===== src/hdl/mmis_pkg.sv =====
// mmis_pkg: shared types and constants for the max/min interleave sorter
// holds the queued item struct and the back-end state enum
// depends on nothing
package mmis_pkg;

   // width of one list element
   localparam int VALUE_W = 31;

   // one list element as it travels from the front end to the sorted chain
   typedef struct packed {
      logic [VALUE_W-1:0] value;
      logic               last;
   } item_type;

   // back-end phases: loading into the chain, or emitting the list
   typedef enum logic {
      ST_LOAD  = 1'b0,
      ST_DRAIN = 1'b1
   } state_type;

endpackage


===== src/hdl/mmis_front.sv =====
// mmis_front: input side of the max/min interleave sorter
// accepts request transfers and buffers them in a two-entry queue
// depends on mmis_pkg
module mmis_front (
   input  logic                  clock,
   input  logic                  reset,
   // request channel
   input  logic                  req_tvalid,
   output logic                  req_tready,
   input  logic [31:0]           req_tdata,   // [30:0] value, [31] zero fill
   input  logic                  req_tlast,   // last_in
   // queued items toward the sorted chain
   output logic                  item_valid,
   input  logic                  item_ready,
   output mmis_pkg::item_type    item
);
   import mmis_pkg::*;

   item_type   entry_ff [2];
   logic       wr_ptr_ff, wr_ptr_in;
   logic       rd_ptr_ff, rd_ptr_in;
   logic [1:0] fill_ff, fill_in;
   logic       push, pop;
   item_type   req_item;

   // classify the incoming transfer into an item
   assign req_item.value = req_tdata[VALUE_W-1:0];
   assign req_item.last  = req_tlast;

   assign req_tready = (fill_ff != 2'd2);
   assign push       = req_tvalid && req_tready;
   assign item_valid = (fill_ff != 2'd0);
   assign pop        = item_valid && item_ready;
   assign item       = entry_ff[rd_ptr_ff];

   // queue pointer and fill bookkeeping
   always_comb begin
      wr_ptr_in = push ? ~wr_ptr_ff : wr_ptr_ff;
      rd_ptr_in = pop  ? ~rd_ptr_ff : rd_ptr_ff;
      fill_in   = fill_ff + {1'b0, push} - {1'b0, pop};
   end

   always_ff @(posedge clock) begin
      if (reset) begin
         wr_ptr_ff <= 1'b0;
         rd_ptr_ff <= 1'b0;
         fill_ff   <= 2'd0;
      end else begin
         wr_ptr_ff <= wr_ptr_in;
         rd_ptr_ff <= rd_ptr_in;
         fill_ff   <= fill_in;
      end
   end

   // queue storage, no reset needed
   always_ff @(posedge clock) begin
      if (push) begin
         entry_ff[wr_ptr_ff] <= req_item;
      end
   end

endmodule


===== config.mk =====
export PLATFORM = sky130hd
export DESIGN_NAME = mmis_front
export DESIGN_NICKNAME = d
export VERILOG_FILES = /design/src/hdl/mmis_pkg.sv /design/src/hdl/mmis_front.sv
export SDC_FILE = /design/constraint.sdc
export NUM_CORES = 1
export LEC_CHECK = 0
export ABC_AREA = 0
export BUFFER_PORTS_ARGS = -buffer_cell sky130_fd_sc_hd__buf_2
export CAP_MARGIN = 40
export CORE_MARGIN = 8
export CORE_UTILIZATION = 38
export DETAILED_ROUTE_END_ITERATION = 8
export HOLD_SLACK_MARGIN = 0.05
export SETUP_SLACK_MARGIN = 0.02
export SYNTH_ARGS = -nofsm -noshare
export SYNTH_HDL_FRONTEND = slang
export SYNTH_SLANG_ARGS = --single-unit
export TNS_END_PERCENT = 10

===== constraint.sdc =====
create_clock -name clock -period 2.9 [get_ports clock]
set_input_delay 0.87 -clock clock [delete_from_list [all_inputs] [get_ports clock]]
set_output_delay 0.87 -clock clock [all_outputs]
set_load 0.03 [all_outputs]

==> results by group <==
CTS
  – Hold buffers post-CTS: 0
  – Clock buffer depth: 2
  – Total CTS buffers: 9
  – Post CTS Setup Buffer Count: 0
  – PostCTS Resize Cnt: 0
  – # clock sinks: 69
  – Worst-skew pair later-pin latency: 0.33 ns
  – CTS tree: yes
  – Reg clk slew, reported paths: 0.07 ns
  – H-tree Lvls: 3
  – Clock root buffer master: clkbuf_8

Timing
  – Max Fclk: 0.421 GHz
  – Final Hold Vio Count: 0
  – RSZ-0062 raised after global routing: no
  – Clock skew: 0.00893 ns
  – Setup violators final: 0
  – Period utilization: 81.9%
  – Fin worst setup slack: 0.525 ns
  – Setup TNS: 0 ns
  – Worst slew pin tran: 0.427 ns
  – Worst rel slew slack: 71.5%
  – WHS: 0.529 ns
  – Tmin final: 2.37 ns
  – Max-slew violations: 0

Layout
  – Total Nets Final: 244
  – # diodes: 0
  – Non-filler instance count after layout: 306
  – Proportion of layout cells with a drive suffix above 1: 58.6%
  – Design Area, Final: 0.00334 mm²
  – Layout area overhead: 24.7%

Floorplan
  – Initial Util: 39.4%
  – Die X: 99.9 µm
  – CORE AREA: 0.00679 mm²
  – Die Y: 99.9 µm
  – Row count: 30
  – IO Pins: 71
  – Die area: 0.00999 mm²

GRT
  – Largest net degree at the start of global routing: 21
  – Initial antenna violation count: 0
  – Vias in the first global route: 1459
  – First-pass GRT wire length: 7270 µm
  – Total GRT Usage: 9.76%
  – Total grt overflow: 0

Setup path
  – Critical path class: reg2out
  – Critical R2R Capture: fill_ff[1]
  – Req. time, crit path: 2.03 ns
  – FF-to-FF Start: fill_ff[0]
  – Worst EP arrival: 1.50 ns
  – R2R Setup Slk: 1.32 ns
  – Critical path peak fanout: 19
  – Startpoint Class: register
  – R2r worst-path depth: 8
  – Crit. End Element: output pin

Yosys
  – Sequential area share after synthesis: 75.5%
  – Distinct cells, synth: 16
  – Synth warnings: 0
  – Average cell area after synthesis: 21.6 µm²
  – FF+latch count, synth: 69
  – Cells after Synth: 124
  – Syn Nets: 163
  – Synth Cell Area: 0.00268 mm²

Flow run
  – Max Cap Viol: 0

Placed design
  – Place WS: 0.842 ns
  – DP Cell Count: 290
  – HPWL Detailed: 3240 µm
  – GP Congestion: 0.657
  – Number of port buffers: 69
  – Area after DPL: 0.00316 mm²

Detailed routing
  – Vias per cell: 4.29
  – Via count: 1313
  – Wire length per cell: 15.0 µm
  – Drt drc: 0
  – Initial drt markers: 38
  – Drt pass-1 iters: 4
  – Total wire length: 4580 µm
  – Final ANT Viol Nets: 0

Min path
  – Hold_sp: rd_ptr_ff
  – WHS Path Cells: 2
  – HP Class: reg2reg

Power
  – Pwr Density: 907 mW/mm²
  – VDD IR-drop max: 0.000399 V
  – Static leakage: 1.33 nW

Run status
  – Status: completed
[critical path, cell delays in order, from the launching register on]
cell	delay [ns]
dfxtp_2	0.32
buf_4	0.33
mux2_4	0.34
buf_2	0.18
[power breakdown]
group,internal [W],switching [W],leakage (nW)
Clock,0.000392,0.000332,0.0907
Combinational,0.000412,0.000598,0.598
Sequential,0.00125,0.0000428,0.640
[how the worst max path moves through the flow]
| stage | from | end | cells after the start |
|---|---|---|---|
| after global routing | register | item[14] | 3 |
| after CTS | register | item[24] | 3 |
| after global placement | register | item[14] | 3 |
| after detailed placement | item_ready | fill_ff[1] | 8 |
| after floorplan | req_tvalid | entry_ff[0][0] | 2 |
| final | register | item[14] | 3 |
[cell type report]
cell class	instances	area, µm²
clock buffers	11	131
clock inverters	5	51.3
fillers	594	3450
inverters	1	3.75
multi-input cells	50	614
flip-flops and latches	69	2020
well taps	96	120
repair buffers	74	395
[cells in the final DEF, fill, tap and decap left out, types with 2 or more instances in the layout]
cell type,n
ha_1,2
nor2b_1,2
clkinv_2,2
xnor2_1,2
dfxtp_1,4
clkbuf_8,9
clkbuf_1,2
nor2_1,4
mux2_1,2
edfxtp_1,64
buf_4,4
mux2_4,31
buf_2,69
[sequential cells by signal (all words and copies together) (netlist names), named ones only]
name,flops
entry_ff,64
fill_ff,2
rd_ptr_ff,1
wr_ptr_ff,1
[per-layer routing]
layer | share of wire, % | wire length, µm | vias up | global-route usage (%)
met2 | 50 | 2280 | 39 | 16.0
met1 | 40 | 1850 | 630 | 9.84
li1 | - | - | 635 | -
met4 | 2.0 | 91 | 0 | 5.47
met5 | 0 | 0 | - | 0
met3 | 8.0 | 367 | 9 | 4.98
[logic make-up after synthesis]
group                    share of synthesized area [%]
AO/OA/AOI/OAI                                    0.327
adder cells (fa/ha/maj)                          0.934
buffers and inverters                             1.82
multiplexers                                      18.2
AND/OR/NAND/NOR                                   2.20
XOR/XNOR                                         0.981
flip-flops                                        75.5
[cells in the mapped netlist, drive strengths merged]
master / instances / area (µm²)
edfxtp: 64 / 1920
xnor2: 2 / 17.5
inv: 1 / 3.75
mux2: 33 / 488
buf: 4 / 45.0
o21a: 1 / 8.76
nor2: 5 / 18.8
nand2b: 1 / 8.76
or2: 1 / 6.26
dfxtp: 5 / 100
and3: 1 / 6.26
ha: 2 / 25.0
nor2b: 2 / 12.5
xor2: 1 / 8.76
nand2: 1 / 6.26
[through the flow]
stage	power [W]	util [%]
6_report	0.00303	49.2
5_1_grt	0.00318	49.2
4_1_cts	0.00308	49.2
3_5_place_dp	0.00235	46.5
3_3_place_gp	0.00234	46.5
2_1_floorplan	0.00211	-
No activity file was read; power rests on OpenSTA's default activity.
